--- config.mk ---
export PLATFORM = sky130hd
export DESIGN_NAME = calendar_seconds_converter
export DESIGN_NICKNAME = d
export VERILOG_FILES = /design/src/rtl/core/csc_pkg.sv /design/src/rtl/core/csc_compose.sv /design/src/rtl/core/csc_split.sv /design/src/rtl/core/calendar_seconds_converter.sv
export SDC_FILE = /design/constraint.sdc
export NUM_CORES = 2
export LEC_CHECK = 0
export ABC_AREA = 1
export BUFFER_PORTS_ARGS = -buffer_cell sky130_fd_sc_hd__buf_4
export CORE_MARGIN = 2
export CORE_UTILIZATION = 40
export DETAILED_ROUTE_END_ITERATION = 16
export PLACE_DENSITY = 0.52
export SYNTH_ARGS = -nofsm -noshare
export SYNTH_HDL_FRONTEND = slang
export SYNTH_SLANG_ARGS = --single-unit
--- constraint.sdc ---
create_clock -name i_clk -period 7.1 [get_ports i_clk]
set_input_delay 1.42 -clock i_clk [delete_from_list [all_inputs] [get_ports i_clk]]
set_output_delay 1.42 -clock i_clk [all_outputs]
set_load 0.01 [all_outputs]
--- src/rtl/core/csc_pkg.sv ---
// Shared types, constants and calendar tables for the calendar seconds converter.
package csc_pkg;

    localparam int unsigned SecsW  = 32;
    localparam int unsigned YearW  = 12;
    localparam int unsigned MonthW = 4;
    localparam int unsigned DayW   = 5;
    localparam int unsigned HourW  = 5;
    localparam int unsigned MinW   = 6;
    localparam int unsigned SecW   = 6;
    localparam int unsigned WdayW  = 3;

    localparam logic [MonthW-1:0] LastMonth = 4'd11;
    localparam logic [YearW-1:0]  EpochYear = 12'd2000;

    // Day index of 2100-03-01; from there on one virtual Feb 29 is inserted.
    localparam logic [15:0] Mar2100 = 16'd36584;

    // Seconds count handed from the compose stages to the split stages.
    typedef struct packed {
        logic             vld;
        logic [SecsW-1:0] secs;
        logic             ovf;
    } t_cvt;

    // Days before the first of month m in a common year.
    function automatic logic [8:0] cum_days(input logic [MonthW-1:0] m);
        logic [8:0] d;
        case (m)
            4'd0:    d = 9'd0;
            4'd1:    d = 9'd31;
            4'd2:    d = 9'd59;
            4'd3:    d = 9'd90;
            4'd4:    d = 9'd120;
            4'd5:    d = 9'd151;
            4'd6:    d = 9'd181;
            4'd7:    d = 9'd212;
            4'd8:    d = 9'd243;
            4'd9:    d = 9'd273;
            4'd10:   d = 9'd304;
            default: d = 9'd334;
        endcase
        return d;
    endfunction

endpackage

--- src/rtl/core/csc_compose.sv ---
// Four-stage front end: calendar fields to a saturated seconds count, or seconds pass-through.
module csc_compose import csc_pkg::*; (
    input  logic              i_clk,
    input  logic              i_rst_n,
    input  logic              i_vld,
    input  logic              i_kind,
    input  logic [SecsW-1:0]  i_seconds_in,
    input  logic [YearW-1:0]  i_year,
    input  logic [MonthW-1:0] i_month,
    input  logic [DayW-1:0]   i_day,
    input  logic [HourW-1:0]  i_hour,
    input  logic [MinW-1:0]   i_minute,
    input  logic [SecW-1:0]   i_second,
    output t_cvt              o_cvt
);

    // stage 1: leap-count quotients by reciprocal multiply, time of day
    logic              r1_vld, r1_kind;
    logic [SecsW-1:0]  r1_secs;
    logic [12:0]       r1_a;
    logic [YearW-1:0]  r1_y;
    logic [5:0]        r1_qa100, r1_qy100;
    logic [3:0]        r1_qa400, r1_qy400;
    logic [MonthW-1:0] r1_m;
    logic [DayW-1:0]   r1_day;
    logic [16:0]       r1_tsec;

    logic [12:0]       n1_a;
    logic [24:0]       n1_pa, n1_py;
    logic [MonthW-1:0] n1_m;
    logic [16:0]       n1_tsec;

    always_comb begin
        n1_a    = 13'(i_year) + 13'd399;
        n1_pa   = 25'(n1_a) * 25'd5243;
        n1_py   = 25'(i_year) * 25'd5243;
        n1_m    = (i_month > LastMonth) ? LastMonth : i_month;
        n1_tsec = 17'(i_hour) * 17'd3600 + 17'(i_minute) * 17'd60 + 17'(i_second);
    end

    always_ff @(posedge i_clk) begin
        if (!i_rst_n) begin
            r1_vld <= 1'b0;
        end else begin
            r1_vld <= i_vld;
        end
        r1_kind  <= i_kind;
        r1_secs  <= i_seconds_in;
        r1_a     <= n1_a;
        r1_y     <= i_year;
        r1_qa100 <= n1_pa[24:19];
        r1_qa400 <= n1_pa[24:21];
        r1_qy100 <= n1_py[24:19];
        r1_qy400 <= n1_py[24:21];
        r1_m     <= n1_m;
        r1_day   <= i_day;
        r1_tsec  <= n1_tsec;
    end

    // stage 2: signed day count from the epoch
    logic               r2_vld, r2_kind;
    logic [SecsW-1:0]   r2_secs;
    logic signed [22:0] r2_days;
    logic [16:0]        r2_tsec;

    logic        n2_leap;
    logic [22:0] n2_pos, n2_neg;

    always_comb begin
        n2_leap = (r1_y[1:0] == 2'd0)
                  && !((r1_y == YearW'(r1_qy100) * 12'd100)
                       && (r1_y != YearW'(r1_qy400 * 12'd400)));
        n2_pos  = 23'(r1_a) * 23'd365 + 23'(r1_a >> 2) + 23'(r1_qa400)
                  + 23'(cum_days(r1_m)) + 23'(n2_leap && (r1_m > 4'd1)) + 23'(r1_day);
        n2_neg  = 23'(r1_qa100) + 23'd876217;
    end

    always_ff @(posedge i_clk) begin
        if (!i_rst_n) begin
            r2_vld <= 1'b0;
        end else begin
            r2_vld <= r1_vld;
        end
        r2_kind <= r1_kind;
        r2_secs <= r1_secs;
        r2_days <= $signed(n2_pos) - $signed(n2_neg);
        r2_tsec <= r1_tsec;
    end

    // stage 3: days times seconds per day
    logic               r3_vld, r3_kind;
    logic [SecsW-1:0]   r3_secs;
    logic signed [40:0] r3_total;

    always_ff @(posedge i_clk) begin
        if (!i_rst_n) begin
            r3_vld <= 1'b0;
        end else begin
            r3_vld <= r2_vld;
        end
        r3_kind  <= r2_kind;
        r3_secs  <= r2_secs;
        r3_total <= 41'(r2_days) * 41'sd86400 + $signed({24'd0, r2_tsec});
    end

    // stage 4: saturate and select
    t_cvt r4_cvt, n4_cvt;

    always_comb begin
        n4_cvt.vld  = r3_vld;
        n4_cvt.secs = r3_secs;
        n4_cvt.ovf  = 1'b0;
        if (r3_kind) begin
            if (r3_total < 41'sd0) begin
                n4_cvt.secs = '0;
                n4_cvt.ovf  = 1'b1;
            end else if (r3_total > 41'sd4294967295) begin
                n4_cvt.secs = '1;
                n4_cvt.ovf  = 1'b1;
            end else begin
                n4_cvt.secs = r3_total[SecsW-1:0];
            end
        end
    end

    always_ff @(posedge i_clk) begin
        if (!i_rst_n) begin
            r4_cvt.vld <= 1'b0;
        end else begin
            r4_cvt.vld <= n4_cvt.vld;
        end
        r4_cvt.secs <= n4_cvt.secs;
        r4_cvt.ovf  <= n4_cvt.ovf;
    end

    assign o_cvt = r4_cvt;

endmodule

--- src/rtl/core/csc_split.sv ---
// Six-stage back end: seconds count to date, time of day and weekday.
module csc_split import csc_pkg::*; (
    input  logic              i_clk,
    input  logic              i_rst_n,
    input  t_cvt              i_cvt,
    output logic              o_vld,
    output logic [SecsW-1:0]  o_secs,
    output logic [YearW-1:0]  o_year,
    output logic [MonthW-1:0] o_month,
    output logic [DayW-1:0]   o_day,
    output logic [HourW-1:0]  o_hour,
    output logic [MinW-1:0]   o_minute,
    output logic [SecW-1:0]   o_second,
    output logic [WdayW-1:0]  o_weekday,
    output logic              o_ovf
);

    // stage 5: days = secs / 86400 as (secs >> 7) / 675
    t_cvt        r5_cvt;
    logic [15:0] r5_days;
    logic [50:0] n5_p;

    assign n5_p = 51'(i_cvt.secs[SecsW-1:7]) * 51'd50903317;

    always_ff @(posedge i_clk) begin
        if (!i_rst_n) begin
            r5_cvt.vld <= 1'b0;
        end else begin
            r5_cvt.vld <= i_cvt.vld;
        end
        r5_cvt.secs <= i_cvt.secs;
        r5_cvt.ovf  <= i_cvt.ovf;
        r5_days     <= n5_p[50:35];
    end

    // stage 6: seconds of day, leap-adjusted day index, weekday operand
    t_cvt        r6_cvt;
    logic [16:0] r6_rest;
    logic [15:0] r6_dp, r6_d5;
    logic [SecsW-1:0] n6_dsec;

    assign n6_dsec = SecsW'(r5_days) * 32'd86400;

    always_ff @(posedge i_clk) begin
        if (!i_rst_n) begin
            r6_cvt.vld <= 1'b0;
        end else begin
            r6_cvt.vld <= r5_cvt.vld;
        end
        r6_cvt.secs <= r5_cvt.secs;
        r6_cvt.ovf  <= r5_cvt.ovf;
        r6_rest     <= 17'(r5_cvt.secs - n6_dsec);
        r6_dp       <= r5_days + 16'(r5_days >= Mar2100);
        r6_d5       <= r5_days + 16'd5;
    end

    // stage 7: quotients for hour, four-year cycle and week
    t_cvt        r7_cvt;
    logic [16:0] r7_rest;
    logic [15:0] r7_dp, r7_d5;
    logic [4:0]  r7_hq;
    logic [5:0]  r7_q4;
    logic [12:0] r7_q7;
    logic [25:0] n7_ph;
    logic [32:0] n7_p4, n7_p7;

    always_comb begin
        n7_ph = 26'(r6_rest[16:4]) * 26'd4661;
        n7_p4 = 33'(r6_dp) * 33'd91868;
        n7_p7 = 33'(r6_d5) * 33'd74899;
    end

    always_ff @(posedge i_clk) begin
        if (!i_rst_n) begin
            r7_cvt.vld <= 1'b0;
        end else begin
            r7_cvt.vld <= r6_cvt.vld;
        end
        r7_cvt.secs <= r6_cvt.secs;
        r7_cvt.ovf  <= r6_cvt.ovf;
        r7_rest     <= r6_rest;
        r7_dp       <= r6_dp;
        r7_d5       <= r6_d5;
        r7_hq       <= n7_ph[24:20];
        r7_q4       <= n7_p4[32:27];
        r7_q7       <= n7_p7[31:19];
    end

    // stage 8: remainders
    t_cvt             r8_cvt;
    logic [11:0]      r8_rh;
    logic [10:0]      r8_r4;
    logic [5:0]       r8_q4;
    logic [HourW-1:0] r8_hour;
    logic [WdayW-1:0] r8_wd;

    always_ff @(posedge i_clk) begin
        if (!i_rst_n) begin
            r8_cvt.vld <= 1'b0;
        end else begin
            r8_cvt.vld <= r7_cvt.vld;
        end
        r8_cvt.secs <= r7_cvt.secs;
        r8_cvt.ovf  <= r7_cvt.ovf;
        r8_rh       <= 12'(r7_rest - 17'(r7_hq) * 17'd3600);
        r8_r4       <= 11'(r7_dp - 16'(r7_q4) * 16'd1461);
        r8_q4       <= r7_q4;
        r8_hour     <= r7_hq;
        r8_wd       <= 3'(r7_d5 - 16'(r7_q7) * 16'd7);
    end

    // stage 9: minute quotient, year and day of year
    t_cvt             r9_cvt;
    logic [11:0]      r9_rh;
    logic [MinW-1:0]  r9_min;
    logic [YearW-1:0] r9_year;
    logic [8:0]       r9_doy;
    logic             r9_leap;
    logic [HourW-1:0] r9_hour;
    logic [WdayW-1:0] r9_wd;

    logic [20:0] n9_pm;
    logic [1:0]  n9_yin;
    logic [10:0] n9_base;

    always_comb begin
        n9_pm = 21'(r8_rh[11:2]) * 21'd1093;
        if (r8_r4 >= 11'd1096) begin
            n9_yin  = 2'd3;
            n9_base = 11'd1096;
        end else if (r8_r4 >= 11'd731) begin
            n9_yin  = 2'd2;
            n9_base = 11'd731;
        end else if (r8_r4 >= 11'd366) begin
            n9_yin  = 2'd1;
            n9_base = 11'd366;
        end else begin
            n9_yin  = 2'd0;
            n9_base = 11'd0;
        end
    end

    always_ff @(posedge i_clk) begin
        if (!i_rst_n) begin
            r9_cvt.vld <= 1'b0;
        end else begin
            r9_cvt.vld <= r8_cvt.vld;
        end
        r9_cvt.secs <= r8_cvt.secs;
        r9_cvt.ovf  <= r8_cvt.ovf;
        r9_rh       <= r8_rh;
        r9_min      <= n9_pm[19:14];
        r9_year     <= EpochYear + YearW'({r8_q4, 2'b00}) + YearW'(n9_yin);
        r9_doy      <= 9'(r8_r4 - n9_base);
        r9_leap     <= (n9_yin == 2'd0);
        r9_hour     <= r8_hour;
        r9_wd       <= r8_wd;
    end

    // stage 10: second, month and day of month; output register
    logic [MonthW-1:0] n10_m;
    logic [8:0]        n10_cum;

    always_comb begin
        n10_m = '0;
        for (int i = 1; i <= 11; i++) begin
            if (9'(cum_days(MonthW'(i))) + 9'(r9_leap && (i > 1)) <= r9_doy) begin
                n10_m = MonthW'(i);
            end
        end
        n10_cum = cum_days(n10_m) + 9'(r9_leap && (n10_m > 4'd1));
    end

    always_ff @(posedge i_clk) begin
        if (!i_rst_n) begin
            o_vld <= 1'b0;
        end else begin
            o_vld <= r9_cvt.vld;
        end
        o_secs    <= r9_cvt.secs;
        o_ovf     <= r9_cvt.ovf;
        o_year    <= r9_year;
        o_month   <= n10_m;
        o_day     <= DayW'(r9_doy - n10_cum + 9'd1);
        o_hour    <= r9_hour;
        o_minute  <= r9_min;
        o_second  <= SecW'(r9_rh - 12'(r9_min) * 12'd60);
        o_weekday <= r9_wd;
    end

endmodule

--- src/rtl/core/calendar_seconds_converter.sv ---
// Top level of the calendar seconds converter: compose pipeline feeding split pipeline.
//
//  channel   handshake           payload
//  command   start (busy low)    i_kind, i_seconds_in, i_in_year .. i_in_second
//  result    o_valid strobe      o_seconds_out, o_out_year .. o_weekday, o_overflow
//
// One command per cycle; each result passes through 4 compose stages and 6 split stages.
// busy is always low: results cannot be held off, so nothing ever stalls.
// Synchronous reset clears the stage valid bits only.
module calendar_seconds_converter import csc_pkg::*; (
    input  logic              i_clk,
    input  logic              i_rst_n,
    input  logic              start,
    output logic              busy,
    input  logic              i_kind,
    input  logic [SecsW-1:0]  i_seconds_in,
    input  logic [YearW-1:0]  i_in_year,
    input  logic [MonthW-1:0] i_in_month,
    input  logic [DayW-1:0]   i_in_day,
    input  logic [HourW-1:0]  i_in_hour,
    input  logic [MinW-1:0]   i_in_minute,
    input  logic [SecW-1:0]   i_in_second,
    output logic              o_valid,
    output logic [SecsW-1:0]  o_seconds_out,
    output logic [YearW-1:0]  o_out_year,
    output logic [MonthW-1:0] o_out_month,
    output logic [DayW-1:0]   o_out_day,
    output logic [HourW-1:0]  o_out_hour,
    output logic [MinW-1:0]   o_out_minute,
    output logic [SecW-1:0]   o_out_second,
    output logic [WdayW-1:0]  o_weekday,
    output logic              o_overflow
);

    t_cvt cvt;

    assign busy = 1'b0;

    csc_compose u_compose (
        .i_clk        (i_clk),
        .i_rst_n      (i_rst_n),
        .i_vld        (start),
        .i_kind       (i_kind),
        .i_seconds_in (i_seconds_in),
        .i_year       (i_in_year),
        .i_month      (i_in_month),
        .i_day        (i_in_day),
        .i_hour       (i_in_hour),
        .i_minute     (i_in_minute),
        .i_second     (i_in_second),
        .o_cvt        (cvt)
    );

    csc_split u_split (
        .i_clk     (i_clk),
        .i_rst_n   (i_rst_n),
        .i_cvt     (cvt),
        .o_vld     (o_valid),
        .o_secs    (o_seconds_out),
        .o_year    (o_out_year),
        .o_month   (o_out_month),
        .o_day     (o_out_day),
        .o_hour    (o_out_hour),
        .o_minute  (o_out_minute),
        .o_second  (o_out_second),
        .o_weekday (o_weekday),
        .o_ovf     (o_overflow)
    );

endmodule

# After elaboration in Yosys (flattened, before gate mapping)
# Memory sizes are Yosys's and may differ from the RTL's. A register that Yosys moved wholly into a read port is not among the register bits.
# Index checks and enable logic that the tools add are counted.
[word_totals]
n_memories = 2
rom_bits = 288
regBits = 727
word_cells = 176
[classes]
order_cmp = 20
n_mux = 22
n_reduce_logical = 7
n_eq_ne = 2
n_addsub = 34
n_mul = 18
[memory_table]
columns = ["name", "words", "width", "read_ports", "rd_ports_with_merged_regs", "wr", "line", "source"]
rows = [
  ["(name not given)", 16, 9, 1, 1, 0, "csc_pkg.sv:29", "case (m)"],
  ["(name not given)", 16, 9, 1, 0, 0, "csc_pkg.sv:29", ""],
]
[op_table]
columns = ["operator", "count"]
rows = [
  ["2-to-1 mux 33 bit", 2],
  ["less-or-equal comparator 9 bit", 7],
  ["multiplier 25 x 26 -> 51 bit, second input constant", 1],
  ["multiplier 13 x 13 -> 25 bit, second input constant", 2],
  ["adder 41 x 18 -> 41 bit", 1],
  ["> comparator 41 x 33 -> 1 bit, second input constant", 1],
  ["less-than comparator 41 x 1 -> 1 bit, second input constant", 1],
  ["adder 8 x 1 -> 9 bit, first input constant", 4],
  ["multiplier 23 x 11 -> 34 bit, second input constant", 1],
  ["multiplier 16 x 17 -> 32 bit, second input constant", 1],
  ["2-to-1 mux 32 bit", 1],
  ["multiplier 16 x 15 -> 31 bit, second input constant", 1],
  ["adder 9 x 1 -> 9 bit, first input constant", 3],
  ["2-to-1 mux 9 bit", 3],
  ["multiplier 12 x 13 -> 25 bit, second input constant", 1],
  ["adder 22 x 11 -> 23 bit", 1],
  ["adder 23 x 1 -> 23 bit", 1],
  ["adder 23 x 4 -> 23 bit", 1],
  ["adder 23 x 5 -> 23 bit", 1],
  ["adder 23 x 9 -> 23 bit", 1],
  ["subtractor 23 bit", 1],
  ["multiplier 13 x 9 -> 22 bit, second input constant", 1],
  ["adder 6 x 20 -> 21 bit, second input constant", 1],
  ["multiplier 10 x 11 -> 20 bit, second input constant", 1],
  ["other kinds (45)", 64],
]

# Depth between registers and ports, before layout
[logic_depth]
word_depth = 17
mapped_depth = 37
depth_no_buf = 37

# Hierarchy
# From an unflattened synthesis, not the netlist that was laid out.
[hier_totals]
cells_unflattened = 6338
area_unflattened_um2 = 59175.5
[by_module_without_submodules]
columns = ["mod", "cells_per_inst", "instances", "area_per_inst_um2"]
rows = [
  ["csc_split", 3485, 1, 34012.6],
  ["csc_compose", 2851, 1, 25151.6],
  ["calendar_seconds_converter", 2, 1, 11.3],
]

# Least setup slack after synthesis
# No wires, ideal clock.
[synth_path]
path_kind = "register -> register"
start = "reg u_compose.r1_qy100[2]"
end = "reg u_compose.r2_days[20]"
setup_ns = 0.119
t_arrival_ns = 6.406
stages_incl_launch_ff = 35
n_path_buf = 0
slack_ns = 0.576
period_less_slack_ns = 6.524
required_ns = 6.981
cell_sequence = "dfxtp_1 > ha_1 > ha_1 > ha_1 > inv_1 > fa_1 > a22oi_1 > nand3_1 > nor4_1 > and3_1 > nand4_1 > nand3_1 > inv_1 > fa_1 > inv_1 > fa_1 > inv_1 > ha_1 > inv_1 > fa_1 > fa_1 > inv_1 > fa_1 > ha_1 > nand3_1 > nand3_1 > a21oi_1 > inv_1 > a21oi_1 > o21ai_0 > nand2_1 > nand2_1 > nand2_1 > nand2_1 > xor2_1"
[synth_between]
elab_chain_cells = 9
[synth_rtl]
columns = ["item", "line", "source"]
rows = [
  ["start: declaration", "csc_compose.sv:22", "logic [5:0] r1_qa100, r1_qy100;"],
  ["start signal: assignment", "csc_compose.sv:53", "r1_qy100 <= n1_py[24:19];"],
  ["multiplier 6 x 5 -> 10 bit", "csc_compose.sv:71", "&& !((r1_y == YearW'(r1_qy100) * 12'd100)"],
  ["equality test 12 bit", "csc_compose.sv:71", ""],
  ["logical AND 1 bit", "csc_compose.sv:72", "&& (r1_y != YearW'(r1_qy400 * 12'd400)));"],
  ["logical NOT 1 bit", "csc_compose.sv:71", ""],
  ["logical AND 1 bit", "csc_compose.sv:71", ""],
  ["logical AND 1 bit", "csc_compose.sv:74", "+ 23'(cum_days(r1_m)) + 23'(n2_leap && (r1_m > 4'd1)) + 23'(r1_day);"],
  ["adder 23 x 1 -> 23 bit", "csc_compose.sv:74", ""],
  ["adder 23 x 5 -> 23 bit", "csc_compose.sv:74", ""],
  ["subtractor 23 bit", "csc_compose.sv:86", "r2_days <= $signed(n2_pos) - $signed(n2_neg);"],
  ["end signal: assignment", "csc_compose.sv:86", ""],
  ["end: declaration", "csc_compose.sv:63", "logic signed [22:0] r2_days;"],
]
# Every way passes these cells.
# A chain may end at the register's enable or synchronous reset.

# Worst setup path after layout
[layout_path]
start = "reg u_compose.r1_qy100[1]"
end = "reg u_compose.r2_days[19]"
# Same word-level chain as after synthesis.

==> results_dict.tcl <==
set metrics [dict create \
    vias 39500 \
    syn_inst 6282 \
    io_pins 150 \
    htreeDepth 3 \
    avgSynthCellArea_sq_um 9.41 \
    startpoint_type "register" \
    drt_iter0_markers 1201 \
    final_nets 8443 \
    final_util 0.445 \
    max-cap-violations 0 \
    antenna_found_initial 1 \
    num-fill-cells 14400 \
    clk_latency_ps 710 \
    slew_headroom 0.261 \
    finalCriticalPeriod_ps 6700 \
    critical_path.max_stage_delay_ps 500 \
    slowest_stage "fa_1" \
    status "completed" \
    path_delay_family "adder cells" \
    fp.dieArea_sq_mm 0.151 \
    cts.sinks 691 \
    clock-skew-final_ps 52.4 \
    final_common_cell "inv_1" \
    syn_nets 8196 \
    floorplan.rows 141 \
    ys.flop_type "dfxtp_1" \
    root_buffer "clkbuf_16" \
    via_per_inst 4.63 \
    ant_nets 0 \
    grt_use_total 0.180 \
    grt_max_degree 47 \
    post_drt_wl_per_cell_um 15.4 \
    clk_pin_slew_ps 60 \
    synth-edff-count 0 \
    first_pass_iters 5 \
    worst_pin_slew_ps 1110 \
    holdCritPathClass "register to register" \
    crit_buf_inv 6 \
    drive_gt1_frac 0.0698 \
    cts_tree "done" \
    yosysSeqAreaShare 0.234 \
    portBuffers 148 \
    num_antenna_cells 0 \
    hold_viol 0 \
    start_util 0.401 \
    area_growth_pct 10.9 \
    ys_ff_latch 691 \
    fmax_mhz 149 \
    setup_viol 0 \
    clk_path_buf_depth 3 \
    drc 0 \
    crit_path_frequent_cell "inv_1" \
    hpwl_um 114000 \
    finalCritPeriodShare 0.943 \
    grt_pass1_vias 42000 \
    final_cell_mix "1487 x inv_1, 1193 x ha_1, 743 x nand2_1, 690 x dfxtp_1, 643 x fa_1" \
    crit_type "register to register" \
    maxSlewViolCount 0 \
    synth_area_sq_mm 0.0591 \
    yosys_warnings 0 \
    core_area_sq_mm 0.147 \
    gp_congestion 0.858 \
    grt-ovfl-total 0 \
    fp.dieH_um 389 \
    cts_buffers 79 \
    path_max_fanout 3 \
    async_reset_ff_frac 0 \
    wl_um 131000 \
    grt_pass1_wl_um 218000 \
    die_w_um 389 \
    arrival_ps 7250 \
    ys_types 66 \
    critPathRequiredTime_ps 7650 \
    worst_setup_path_end_kind "register" \
]
synth_stat cells (4+ instances only):
master | instances | area, sq um
a211oi_1 | 5 | 37.5
a21boi_0 | 5 | 37.5
a21o_1 | 17 | 128
a21oi_1 | 264 | 1320
a31oi_1 | 22 | 138
and2_1 | 8 | 50.1
and3_1 | 4 | 25.0
buf_4 | 4 | 30.0
clkbuf_1 | 15 | 56.3
dfxtp_1 | 691 | 13800
fa_1 | 646 | 12900
ha_1 | 1194 | 14900
inv_1 | 1488 | 5590
inv_2 | 27 | 101
nand2_1 | 743 | 2790
nand2_2 | 39 | 244
nand2_4 | 5 | 56.3
nand3_1 | 147 | 736
nand3_2 | 10 | 100
nand4_1 | 53 | 332
nor2_1 | 260 | 976
nor2_2 | 14 | 87.6
nor2_4 | 13 | 146
nor3_1 | 45 | 225
nor3_2 | 4 | 40.0
nor4_1 | 18 | 113
o2111ai_1 | 5 | 43.8
o211ai_1 | 15 | 113
o21a_1 | 7 | 52.6
o21ai_0 | 152 | 761
o21bai_1 | 15 | 113
o311ai_0 | 4 | 35.0
o31ai_1 | 22 | 165
or2_2 | 4 | 25.0
xnor2_1 | 84 | 736
xor2_1 | 189 | 1660
cell type report:
type                       count  area (sq um)  share of cell area
timing repair buffer         186          1400              0.0213
sequential                   691         13800               0.211
clock buffer                  97          2130              0.0324
tap                         1930          2410              0.0368
multi-input combinational   4054         39600               0.603
inverter                    1517          5700              0.0868
clock inverter                44           563             0.00858
routing by layer:
| metal | track usage | part of all wire | routed length, um | up-vias |
|---|---|---|---|---|
| met1 | 0.225 | 0.44 | 58400 | 18700 |
| met3 | 0.0203 | 0.026 | 3420 | 180 |
| li1 | - | - | - | 20200 |
| met5 | 0 | 0 | 0 | - |
| met2 | 0.327 | 0.50 | 66200 | 425 |
| met4 | 0.0503 | 0.026 | 3440 | 0 |
sequential cells by signal, summed over array words and instances (netlist names), 12 cells and up, named ones only:
name and count:
u_compose.r1_a 13, u_split.r9_cvt 34, u_compose.r3_total 41, u_compose.r1_tsec 17
u_split.r5_days 16, u_compose.o_cvt 34, u_split.r6_d5 16, u_compose.r2_days 23
u_compose.r1_y 12, u_split.r5_cvt 34, u_compose.r2_secs 32, u_split.o_secs 32
u_compose.r2_tsec 17, u_split.r6_cvt 34, u_split.r6_dp 16, u_compose.r3_secs 32
u_split.r7_cvt 34, u_compose.r1_secs 32, u_split.r8_cvt 34
final timing paths:
path,slack (ps),end,cells past startpoint,startpoint
setup / recovery,400,u_compose.r2_days[19],30,u_compose.r1_qy100[1]
hold / removal,310,u_compose.r2_tsec[8],0,u_compose.r1_tsec[8]
setup reg to reg,400,u_compose.r2_days[19],30,u_compose.r1_qy100[1]
hold reg to reg,310,u_compose.r2_tsec[8],0,u_compose.r1_tsec[8]
what timing repair did:
action | in CTS | in global routing
cloned | 0 | 0
gates resized for setup | 2 | 14
setup buffers | 0 | 0
pin swaps | 0 | 9
hold buffers | 0 | 0
setup endpoints to repair | 1 | 13
logic make-up after synthesis:
logic type,after synthesis,share of synthesized area
adders and majority gates,1840,0.471
buffers and inverters,1537,0.0978
and+or+nand+nor,1380,0.103
DFF,691,0.234
AOI/OAI and AO/OA,559,0.0537
xor gates and xnor gates,273,0.0404
other,1,0.0000634
muxes,1,0.000190
metrics by stage:
| stage | cells | hold WS (ps) | setup WS, ps | setup TNS (ps) | area, sq um |
|---|---|---|---|---|---|
| final | 8519 | 306 | 402 | 0 | 65600 |
| after global routing | 8519 | 304 | -10.1 | -10.1 | 65600 |
| after CTS | 8519 | 302 | 55.4 | 0 | 65600 |
| after detailed placement | 8378 | 312 | 11.7 | 0 | 62900 |
| after global placement | 8378 | 310 | -1.43 | -1.43 | 62900 |
| after floorplan | 6282 | 310 | 576 | 0 | 59100 |
Power is left out: the tool's default activity adds up to more than one toggle a clock period on the data nets, which glitch-free logic cannot reach.
